## src/rtl/assert_macros.svh

```systemverilog
// assertion macros included by the serial frame encoder
`ifndef ASSERT_MACROS_SVH
`define ASSERT_MACROS_SVH

// antecedent implies consequent in the same cycle
`define ASSERT_SAME(label, ante, cons) \
  label: assert property (@(posedge clk) disable iff (!rst_n) (ante) |-> (cons)) \
    else $error("assertion failed");

// antecedent implies consequent in the next cycle
`define ASSERT_NEXT(label, ante, cons) \
  label: assert property (@(posedge clk) disable iff (!rst_n) (ante) |=> (cons)) \
    else $error("assertion failed");

`endif

```

## src/rtl/sfe_pkg.sv

```systemverilog
// types, constants and crc function for the serial frame encoder
package sfe_pkg;

  localparam logic [12:0] MAX_PAYLOAD = 13'd4096;
  localparam logic [15:0] CRC_INIT    = 16'hFFFF;
  localparam logic [15:0] CRC_POLY    = 16'h1021;
  localparam logic [15:0] CRC_MSB     = 16'h8000;
  localparam logic [15:0] SEQ_MAX     = 16'hFFFF;
  localparam logic [8:0]  LEN_OFFSET_RESET = 9'd6;

  localparam logic OP_START   = 1'b0;
  localparam logic OP_PAYLOAD = 1'b1;

  localparam logic [2:0] CFG_HEAD_FIRST    = 3'd0;
  localparam logic [2:0] CFG_HEAD_SECOND   = 3'd1;
  localparam logic [2:0] CFG_TAIL_FIRST    = 3'd2;
  localparam logic [2:0] CFG_TAIL_SECOND   = 3'd3;
  localparam logic [2:0] CFG_LENGTH_OFFSET = 3'd4;

  // which byte of the frame the current item emits next
  typedef enum logic [3:0] {
    SLOT_HEAD_FIRST,
    SLOT_HEAD_SECOND,
    SLOT_LEN_HI,
    SLOT_LEN_LO,
    SLOT_SEQ_HI,
    SLOT_SEQ_LO,
    SLOT_CMD_HI,
    SLOT_CMD_LO,
    SLOT_CRC_HI,
    SLOT_CRC_LO,
    SLOT_TAIL_FIRST,
    SLOT_TAIL_SECOND,
    SLOT_PAYLOAD
  } slot_t;

  // crc-16, msb first, one byte
  function automatic logic [15:0] crc16_feed(input logic [15:0] crc, input logic [7:0] b);
    logic [15:0] c;
    c = crc ^ {b, 8'h00};
    for (int i = 0; i < 8; i++) begin
      if ((c & CRC_MSB) != 16'h0000) begin
        c = {c[14:0], 1'b0} ^ CRC_POLY;
      end else begin
        c = {c[14:0], 1'b0};
      end
    end
    return c;
  endfunction

endpackage

```

## src/rtl/serial_frame_encoder_crc16.sv

```systemverilog
// serial command frame builder with crc-16 trailer
//
// Input channel (in_valid / in_stall): in_op 0 starts a frame with in_command and
// in_payload_len, in_op 1 delivers in_payload_byte. Output channel (out_valid /
// out_stall) carries one frame byte per transaction with run_last and frame_end.
// Configuration: cfg_we writes cfg_wdata into register cfg_index (head bytes,
// tail bytes, signed length offset); write only while the block is idle.
// An accepted item sits in the input register and, unless the output stalls,
// emits one byte per cycle into the output register, which offers its bytes.
// A start emits 8 bytes (12 with an empty payload), a payload byte one byte (5
// when it is the last one and the trailer follows); a payload byte outside a frame
// is dropped, emitting nothing. The next item is taken in the cycle its
// predecessor emits its last byte, so a payload stream runs at one byte per cycle
// with no output stall. The byte-wise crc update sits between the two registers.
// Reset clears the sequence number, closes any frame and restores the register
// defaults. A stall on the output holds the output register and, once the input
// register item has bytes left, stalls the input as well.
module serial_frame_encoder_crc16
  import sfe_pkg::*;
(
  input  logic        clk,
  input  logic        rst_n,
  input  logic        in_valid,
  output logic        in_stall,
  input  logic        in_op,
  input  logic [15:0] in_command,
  input  logic [12:0] in_payload_len,
  input  logic [7:0]  in_payload_byte,
  output logic        out_valid,
  input  logic        out_stall,
  output logic [7:0]  out_byte,
  output logic        out_run_last,
  output logic        out_frame_end,
  input  logic        cfg_we,
  input  logic [2:0]  cfg_index,
  input  logic [8:0]  cfg_wdata
);

`include "assert_macros.svh"

  // configuration
  logic [7:0] head_first_r, head_second_r, tail_first_r, tail_second_r;
  logic [8:0] length_offset_r;

  // input register
  logic        cur_valid_r;
  logic        cur_op_r;
  logic [15:0] cur_cmd_r;
  logic [12:0] cur_len_r;
  logic [7:0]  cur_byte_r;
  slot_t       slot_r, slot_nxt;

  // frame state
  logic [15:0] seq_r, seq_nxt;
  logic [15:0] crc_r, crc_nxt;
  logic [12:0] remain_r, remain_nxt;
  logic        open_r, open_nxt;

  // output register
  logic       out_valid_r;
  logic [7:0] out_byte_r;
  logic       out_run_last_r;
  logic       out_frame_end_r;

  logic        out_load, drop, adv, emit_last, cur_done, accept;
  logic        crc_en;
  logic [7:0]  emit_byte;
  logic [15:0] len_field;
  logic [12:0] len_sat;

  assign out_load = !out_valid_r || !out_stall;
  assign drop     = cur_valid_r && (cur_op_r == OP_PAYLOAD) && !open_r;
  assign adv      = cur_valid_r && !drop && out_load;
  assign cur_done = drop || (adv && emit_last);
  assign in_stall = cur_valid_r && !cur_done;
  assign accept   = in_valid && !in_stall;

  assign len_sat   = (in_payload_len > MAX_PAYLOAD) ? MAX_PAYLOAD : in_payload_len;
  assign len_field = {3'b000, cur_len_r} + {{7{length_offset_r[8]}}, length_offset_r};

  // byte select for the current slot
  always_comb begin
    emit_byte = 8'h00;
    emit_last = 1'b0;
    crc_en    = 1'b0;
    unique case (slot_r)
      SLOT_HEAD_FIRST:  emit_byte = head_first_r;
      SLOT_HEAD_SECOND: emit_byte = head_second_r;
      SLOT_LEN_HI: begin
        emit_byte = len_field[15:8];
        crc_en    = 1'b1;
      end
      SLOT_LEN_LO: begin
        emit_byte = len_field[7:0];
        crc_en    = 1'b1;
      end
      SLOT_SEQ_HI: begin
        emit_byte = seq_r[15:8];
        crc_en    = 1'b1;
      end
      SLOT_SEQ_LO: begin
        emit_byte = seq_r[7:0];
        crc_en    = 1'b1;
      end
      SLOT_CMD_HI: begin
        emit_byte = cur_cmd_r[15:8];
        crc_en    = 1'b1;
      end
      SLOT_CMD_LO: begin
        emit_byte = cur_cmd_r[7:0];
        crc_en    = 1'b1;
        emit_last = (cur_len_r != 13'd0);
      end
      SLOT_CRC_HI:     emit_byte = crc_r[15:8];
      SLOT_CRC_LO:     emit_byte = crc_r[7:0];
      SLOT_TAIL_FIRST: emit_byte = tail_first_r;
      SLOT_TAIL_SECOND: begin
        emit_byte = tail_second_r;
        emit_last = 1'b1;
      end
      SLOT_PAYLOAD: begin
        emit_byte = cur_byte_r;
        crc_en    = 1'b1;
        emit_last = (remain_r != 13'd1);
      end
      default: ;
    endcase
  end

  // next slot and frame state
  always_comb begin
    slot_nxt   = slot_r;
    seq_nxt    = seq_r;
    crc_nxt    = crc_r;
    remain_nxt = remain_r;
    open_nxt   = open_r;
    if (adv) begin
      if (crc_en) begin
        crc_nxt = crc16_feed(crc_r, emit_byte);
      end
      unique case (slot_r)
        SLOT_HEAD_FIRST: begin
          slot_nxt   = SLOT_HEAD_SECOND;
          seq_nxt    = (seq_r == SEQ_MAX) ? 16'd1 : seq_r + 16'd1;
          crc_nxt    = CRC_INIT;
          remain_nxt = cur_len_r;
          open_nxt   = (cur_len_r != 13'd0);
        end
        SLOT_HEAD_SECOND: slot_nxt = SLOT_LEN_HI;
        SLOT_LEN_HI:      slot_nxt = SLOT_LEN_LO;
        SLOT_LEN_LO:      slot_nxt = SLOT_SEQ_HI;
        SLOT_SEQ_HI:      slot_nxt = SLOT_SEQ_LO;
        SLOT_SEQ_LO:      slot_nxt = SLOT_CMD_HI;
        SLOT_CMD_HI:      slot_nxt = SLOT_CMD_LO;
        SLOT_CMD_LO:      slot_nxt = SLOT_CRC_HI;
        SLOT_CRC_HI:      slot_nxt = SLOT_CRC_LO;
        SLOT_CRC_LO:      slot_nxt = SLOT_TAIL_FIRST;
        SLOT_TAIL_FIRST:  slot_nxt = SLOT_TAIL_SECOND;
        SLOT_TAIL_SECOND: begin
          open_nxt   = 1'b0;
          remain_nxt = 13'd0;
        end
        SLOT_PAYLOAD: begin
          slot_nxt   = SLOT_CRC_HI;
          remain_nxt = remain_r - 13'd1;
        end
        default: ;
      endcase
    end
    // a fresh item restarts at its first slot
    if (accept) begin
      slot_nxt = (in_op == OP_PAYLOAD) ? SLOT_PAYLOAD : SLOT_HEAD_FIRST;
    end
  end

  always_ff @(posedge clk) begin
    if (!rst_n) begin
      head_first_r    <= 8'h00;
      head_second_r   <= 8'h00;
      tail_first_r    <= 8'h00;
      tail_second_r   <= 8'h00;
      length_offset_r <= LEN_OFFSET_RESET;
    end else if (cfg_we) begin
      unique case (cfg_index)
        CFG_HEAD_FIRST:    head_first_r    <= cfg_wdata[7:0];
        CFG_HEAD_SECOND:   head_second_r   <= cfg_wdata[7:0];
        CFG_TAIL_FIRST:    tail_first_r    <= cfg_wdata[7:0];
        CFG_TAIL_SECOND:   tail_second_r   <= cfg_wdata[7:0];
        CFG_LENGTH_OFFSET: length_offset_r <= cfg_wdata;
        default: ;
      endcase
    end
  end

  always_ff @(posedge clk) begin
    if (!rst_n) begin
      cur_valid_r <= 1'b0;
      slot_r      <= SLOT_HEAD_FIRST;
      seq_r       <= 16'h0000;
      crc_r       <= CRC_INIT;
      remain_r    <= 13'd0;
      open_r      <= 1'b0;
      out_valid_r <= 1'b0;
    end else begin
      cur_valid_r <= accept || (cur_valid_r && !cur_done);
      slot_r      <= slot_nxt;
      seq_r       <= seq_nxt;
      crc_r       <= crc_nxt;
      remain_r    <= remain_nxt;
      open_r      <= open_nxt;
      if (out_load) begin
        out_valid_r <= adv;
      end
    end
  end

  always_ff @(posedge clk) begin
    if (accept) begin
      cur_op_r   <= in_op;
      cur_cmd_r  <= in_command;
      cur_len_r  <= len_sat;
      cur_byte_r <= in_payload_byte;
    end
    if (adv) begin
      out_byte_r      <= emit_byte;
      out_run_last_r  <= emit_last;
      out_frame_end_r <= (slot_r == SLOT_TAIL_SECOND);
    end
  end

  assign out_valid     = out_valid_r;
  assign out_byte      = out_byte_r;
  assign out_run_last  = out_run_last_r;
  assign out_frame_end = out_frame_end_r;

  `ASSERT_SAME(a_end_is_last, out_valid_r && out_frame_end_r, out_run_last_r)
  `ASSERT_SAME(a_idle_takes_input, !cur_valid_r, !in_stall)
  `ASSERT_NEXT(a_tail_closes_frame, adv && (slot_r == SLOT_TAIL_SECOND), !open_r)
  `ASSERT_NEXT(a_seq_never_zero, adv && (slot_r == SLOT_HEAD_FIRST), seq_r != 16'h0000)

endmodule
```

## config.mk

```make
export PLATFORM = sky130hd
export DESIGN_NAME = serial_frame_encoder_crc16
export DESIGN_NICKNAME = d
export VERILOG_FILES = /design/src/rtl/sfe_pkg.sv /design/src/rtl/serial_frame_encoder_crc16.sv
export VERILOG_INCLUDE_DIRS = /design/src /design/src/rtl
export SDC_FILE = /design/constraint.sdc
export NUM_CORES = 1
export LEC_CHECK = 0
export BUFFER_PORTS_ARGS = -buffer_cell sky130_fd_sc_hd__buf_2
export CAP_MARGIN = 20
export CORE_ASPECT_RATIO = 1.2
export CORE_UTILIZATION = 32
export DETAILED_ROUTE_END_ITERATION = 10
export SYNTH_ARGS = -nofsm -noshare
export SYNTH_HDL_FRONTEND = slang
export SYNTH_SLANG_ARGS = --single-unit
```

## constraint.sdc

```tcl
create_clock -name clk -period 6.2 [get_ports clk]
set_clock_uncertainty 0.15 [all_clocks]
set_input_delay 1.24 -clock clk [delete_from_list [all_inputs] [get_ports clk]]
set_output_delay 1.24 -clock clk [all_outputs]
set_load 0.01 [all_outputs]
```

; ---- After elaboration in Yosys (flattened, before gate mapping)
; Cells that the tools add are included.
; W data, S select, Z words.
[op_classes]
reduce_logical = 36
addsub = 3
n_lt_le_gt_ge = 1
n_bitwise = 9
eq_ne = 18
muxes = 34
[ops]
columns = operator, count
row1 = $mux W16, 17
row2 = $mux W13, 8
row3 = $pmux W8 S13, 1
row4 = $pmux W4 S11, 1
row5 = $pmux W13 S3, 1
row6 = $not A3 Y3, 8
row7 = $eq A4 B4 Y1 const B, 5
row8 = $reduce_and A2 Y1, 10
row9 = $add A16 B1 Y16 const B, 1
row10 = $eq A16 B16 Y1 const B, 1
row11 = $eq A4 B3 Y1 const B, 4
row12 = $xor A16 B16 Y16, 1
row13 = $add A14 B9 Y15, 1
row14 = $gt A13 B13 Y1 const B, 1
row15 = $ne A13 B1 Y1 const B, 1
row16 = $reduce_bool A13 Y1, 1
row17 = $sub A13 B1 Y13 const B, 1
row18 = $mux W4, 3
row19 = $reduce_bool A12 Y1, 1
row20 = $eq A4 B2 Y1 const B, 2
row21 = $logic_and A1 B1 Y1, 7
row22 = $reduce_or A7 Y1, 1
row23 = $eq A3 B2 Y1 const B, 2
row24 = $logic_not A1 Y1, 6
row25 = 12 further kinds, 16
[word_totals]
inputBits = 55
word_cells = 120
out_inout_bits = 12
ff_bits = 141

; ---- Longest topological paths before layout
[logic_depth]
ltp_word = 35
ltp_mapped = 13
mapped_depth_nobuf = 12

; ---- Worst setup path before layout
; OpenSTA, ideal clock, no wires.
[synth_timing]
kind = register to output
startpoint = register remain_r[4]
endpoint = output in_stall
arrival_ps = 1900
n_path_buf = 0
path_stages_with_launch = 7
t_required_ps = 4810
setup_slack_ps = 2910
cell_sequence = dfxtp_1 or3_4 or4_1 nor3_2 a21oi_1 a311o_1 a21oi_2
[synth_between]
elab_chain_len = 6
[synth_rtl]
columns = element, line
row1 = from (decl), serial_frame_encoder_crc16.sv:56  ; logic [12:0] remain_r, remain_nxt;
row2 = from (signal assigned), serial_frame_encoder_crc16.sv:209  ; remain_r <= remain_nxt;
row3 = $ne A13 B1 Y1, serial_frame_encoder_crc16.sv:124  ; emit_last = (remain_r != 13'd1);
row4 = $pmux W1 S3, serial_frame_encoder_crc16.sv:86  ; unique case (slot_r)
row5 = net emit_last, serial_frame_encoder_crc16.sv:65  ; logic out_load, drop, adv, emit_last, cur_done, accept;
row6 = $logic_and A1 B1 Y1, serial_frame_encoder_crc16.sv:74  ; assign cur_done = drop || (adv && emit_last);
row7 = $logic_or A1 B1 Y1, serial_frame_encoder_crc16.sv:74
row8 = $logic_not A1 Y1, serial_frame_encoder_crc16.sv:75  ; assign in_stall = cur_valid_r && !cur_done;
row9 = $logic_and A1 B1 Y1, serial_frame_encoder_crc16.sv:75
row10 = to (decl), serial_frame_encoder_crc16.sv:24  ; output logic in_stall,
; The timed path passes the listed nets, and every way through them passes these cells.

; ---- Final worst setup path
[layout_timing]
startpoint = register slot_r[0]
endpoint = output in_stall
[layout_between]
elab_chain_len = 6
word_cells_on_any_way = 8
cone_classes = 3 x eq/ne / 1 x mux / 4 x reduce/logical
[layout_rtl]
columns = element, line
row1 = from (decl), serial_frame_encoder_crc16.sv:51  ; slot_t slot_r, slot_nxt;
row2 = from (signal assigned), serial_frame_encoder_crc16.sv:206  ; slot_r <= slot_nxt;
row3 = $eq A4 B4 Y1 / $eq A4 B3 Y1 (equally long branches), serial_frame_encoder_crc16.sv:86
row4 = $pmux W1 S3 (*), serial_frame_encoder_crc16.sv:86
row5 = net emit_last, serial_frame_encoder_crc16.sv:65
row6 = $logic_and A1 B1 Y1 (*), serial_frame_encoder_crc16.sv:74
row7 = $logic_or A1 B1 Y1 (*), serial_frame_encoder_crc16.sv:74
row8 = $logic_not A1 Y1 (*), serial_frame_encoder_crc16.sv:75
row9 = $logic_and A1 B1 Y1 (*), serial_frame_encoder_crc16.sv:75
; Mark *: on every way through the listed nets, which the timed path passes. The rest lies on a longest branch.

==> reports/results.ini <==
[drt]
routed_wl_mm = 22.28
vias_per_cell = 5.359
drc_errors = 0
ant_nets = 0
wl_per_cell_um = 18.43
drt-initial-drc-count = 526
vias = 6479
dr.pass1.iters = 6

[timing]
max_clock_freq_ghz = 0.2343
timing.slew.headroom_pct = 36.47
finalSetupViolCount = 0
min_period_over_period_pct = 68.84
slew_viol_final = 0
worstMarginPinSlew_ns = 0.9495
final-hold-violation-count = 0
finalSetupTns_ns = 0
rsz0062_at_grt = no
min_period_ns = 4.268

[synth]
synth-simple-area-share_pct = 21.49
synth_adder_area_share_pct = 3.037
ys_seq_area_share_pct = 43.10
synth-compound-area-share_pct = 19.76
synth-async-reset-ratio_pct = 0
synth-edff-count = 48
ys_types = 83
synth_area_um2 = 7664
synth_top_family_by_area = simple AND/OR/NAND/NOR gates
ys_ff_latch = 141
synth_xor_xnor_area_share_pct = 5.812
ys.flop_type = dfxtp_1
yosys-mux-area-fraction_pct = 2.792
synth_nets = 907
syn_area_per_cell_um2 = 9.189
synth-warning-count = 0
synth_cells = 834

[power_and_ir_drop]
peakVddDrop_mv = 0.1617
power_leakage_uw = 0.003277
power_density_nw_per_um2 = 273.7

[critical_path]
cp-start-kind = flop
end_kind = output pin
cp-endpoint = in_stall
worstPathArrival_ns = 2.88
reg2reg_to = crc_r[13]$_SDFFE_PN1P_
ff2ff_setup_slack_ns = 2.57
path_cells = buf_4 -> and2_1 -> nand2_1 -> inv_1 -> a311o_1 -> a21oi_2 -> buf_2
critPathRequiredTime_ns = 4.81
slowest_stage = dfxtp_1
r2r-start = slot_r[0]$_SDFFE_PN0P_
criticalPathCategory = flop to output pin
crit_start = slot_r[0]$_SDFFE_PN0P_
critPathMaxFanout = 29
max_stage_delay_ns = 0.75
worstRegToRegCells = 10

[cells_and_area]
drive_gt1_share_pct = 14.77
final_cell_mix = nand2_1 (120), dfxtp_1 (93), buf_2 (66), nor2_1 (50), edfxtp_1 (48)
syn_to_final_growth_pct = 15.85
final_area_um2 = 8879
n_antenna_cell = 0
fill_cells = 2419
nets = 954
layout_commonest_cell = nand2_1

[floorplan]
die_w_um = 143.3
rows = 61
boundaryPins = 67
die_y_um = 171.5
fp.coreArea_um2 = 23350
initial_core_util_pct = 32.81
die-area_um2 = 24570

[clock_tree]
postCtsSetupBuffers = 0
htreeDepth = 4
cts.clk_slew.worst_paths_ns = 0.06
cts_resized = 0
hold_buffers = 0
clock_path_buffers = 2
worstSkewPairLatency_ns = 0.43
cts_tree = done
cts-root-buf = clkbuf_16
cts.sinks = 141
numCtsBuffers = 17

[run]
max-cap-violations = 0

[grt]
antenna_found_initial = 0
grt_overflow = 0
grt_pass1_vias = 6111
grt_pass1_wl_mm = 34.95
grt_max_degree = 76
track_usage_pct = 18.98

[outcome]
status = finished clean

[placed_design]
dpl-instance-area_um2 = 8249
port_buffers = 66
hpwl_mm = 16.45
gp_congestion = 0.9192

[hold_path]
hold_class = flop to flop

==> sequential cells by signal, summed over array words and instances (netlist names), 4 cells and up <==
name,flops
head_second_r,8
tail_second_r,8
cur_len_r,13
out_byte,8
remain_r,13
head_first_r,8
cur_byte_r,8
crc_r,16
tail_first_r,8
slot_r,4
seq_r,16
cur_cmd_r,16
length_offset_r,9
==> synth_stat cells (5+ instances only) <==
cell        n  share of area [%]
nor3_1      7               0.46
o211ai_1    6               0.59
nor4_1      5               0.41
ha_1       17                2.8
nor2_1     50                2.4
a22oi_1     7               0.69
nor3b_1     7               0.69
o21a_1      8               0.78
a211o_1     5               0.57
o21ai_0    43                2.8
edfxtp_1   48                 19
a21o_1      5               0.49
and3_1      9               0.73
a21oi_1    48                3.1
nor2b_1    34                2.8
mux2i_1    18                2.4
clkbuf_1   24                1.2
buf_2      15               0.98
a32oi_1     5               0.57
nand2_1   120                5.9
nand3_1    29                1.9
buf_1       5               0.24
nand4_1    10               0.82
xnor2_1    14                1.6
and2_1     12               0.98
inv_1      20               0.98
a31oi_1     6               0.49
o22ai_1     8               0.65
nand2b_1    5               0.41
a21boi_0   35                3.4
or3_1       6               0.49
a221oi_1    7               0.80
xor2_1     16                1.8
a211oi_1    5               0.49
dfxtp_1    93                 24
==> layer usage <==
metal / track usage [%] / wire [µm]
met5: 0 / 0
met4: 8.511 / 714
met3: 3.424 / 1270
met2: 29.20 / 10160
met1: 25.83 / 10140
==> critical path: cells and delay by family, from the launching register on <==
family / cells / cell delay, ns
buf+inv: 3 / 0.80
flops: 1 / 0.75
simple gates: 2 / 0.57
compound gates: 2 / 0.33
==> cell type report <==
| cell class | instances | area [µm²] | share of cell area [%] |
|---|---|---|---|
| Clock inverter | 11 | 125.1 | 1.409 |
| Tap cell | 315 | 394.1 | 4.439 |
| Multi-Input combinational cell | 622 | 4056 | 45.69 |
| Timing Repair Buffer | 77 | 412.9 | 4.651 |
| Inverter | 22 | 82.58 | 0.9301 |
| Sequential cell | 141 | 3303 | 37.20 |
| Clock buffer | 21 | 504.2 | 5.679 |
==> power by group <==
group | leakage, µW | internal [µW] | total, µW | switching (µW)
logic | 0.00174 | 131 | 310 | 179
clock network | 0.000314 | 667 | 1080 | 417
registers | 0.00122 | 998 | 1040 | 37.4
==> per-stage QoR <==
step | cells | setup WS [ns] | total power (µW) | utilization [%] | hold WS (ns)
after CTS | 1209 | 1.992 | 2442 | 38.02 | 0.3241
after global placement | 1176 | 2.384 | 1358 | 35.29 | 0.3080
after detailed placement | 1177 | 2.462 | 1362 | 35.32 | 0.3158
after global routing | 1209 | 1.781 | 2513 | 38.02 | 0.3520
after floorplan | 834 | 2.910 | 1261 | - | 0.2892
final | 1209 | 1.932 | 2430 | 38.02 | 0.3239
==> logic make-up (layout without fill, tap and decap cells) <==
| family | Yosys count | count (layout) |
|---|---|---|
| xor gates and xnor gates | 38 | 38 |
| DFF | 141 | 141 |
| muxes | 20 | 20 |
| adders and majority gates | 18 | 18 |
| AOI/OAI and AO/OA | 224 | 224 |
| and+or+nand+nor | 322 | 322 |
| buffers and inverters | 71 | 131 |
==> how the worst min path moves through the flow <==
| stage | from | cells after the start | to | slack [ns] |
|---|---|---|---|---|
| 3_3_place_gp | tail_second_r[1]$_SDFFE_PN0P_ | 2 | tail_second_r[1]$_SDFFE_PN0P_ | 0.31 |
| 4_1_cts | head_first_r[4]$_SDFFE_PN0P_ | 2 | head_first_r[4]$_SDFFE_PN0P_ | 0.32 |
| 2_1_floorplan | tail_first_r[4]$_SDFFE_PN0P_ | 2 | tail_first_r[4]$_SDFFE_PN0P_ | 0.29 |
| 6_report | head_first_r[4]$_SDFFE_PN0P_ | 2 | head_first_r[4]$_SDFFE_PN0P_ | 0.32 |
| 5_1_grt | head_first_r[1]$_SDFFE_PN0P_ | 2 | head_first_r[1]$_SDFFE_PN0P_ | 0.35 |
| 3_5_place_dp | head_first_r[4]$_SDFFE_PN0P_ | 2 | head_first_r[4]$_SDFFE_PN0P_ | 0.32 |
Note: power is estimated with default switching activity, not from simulation.
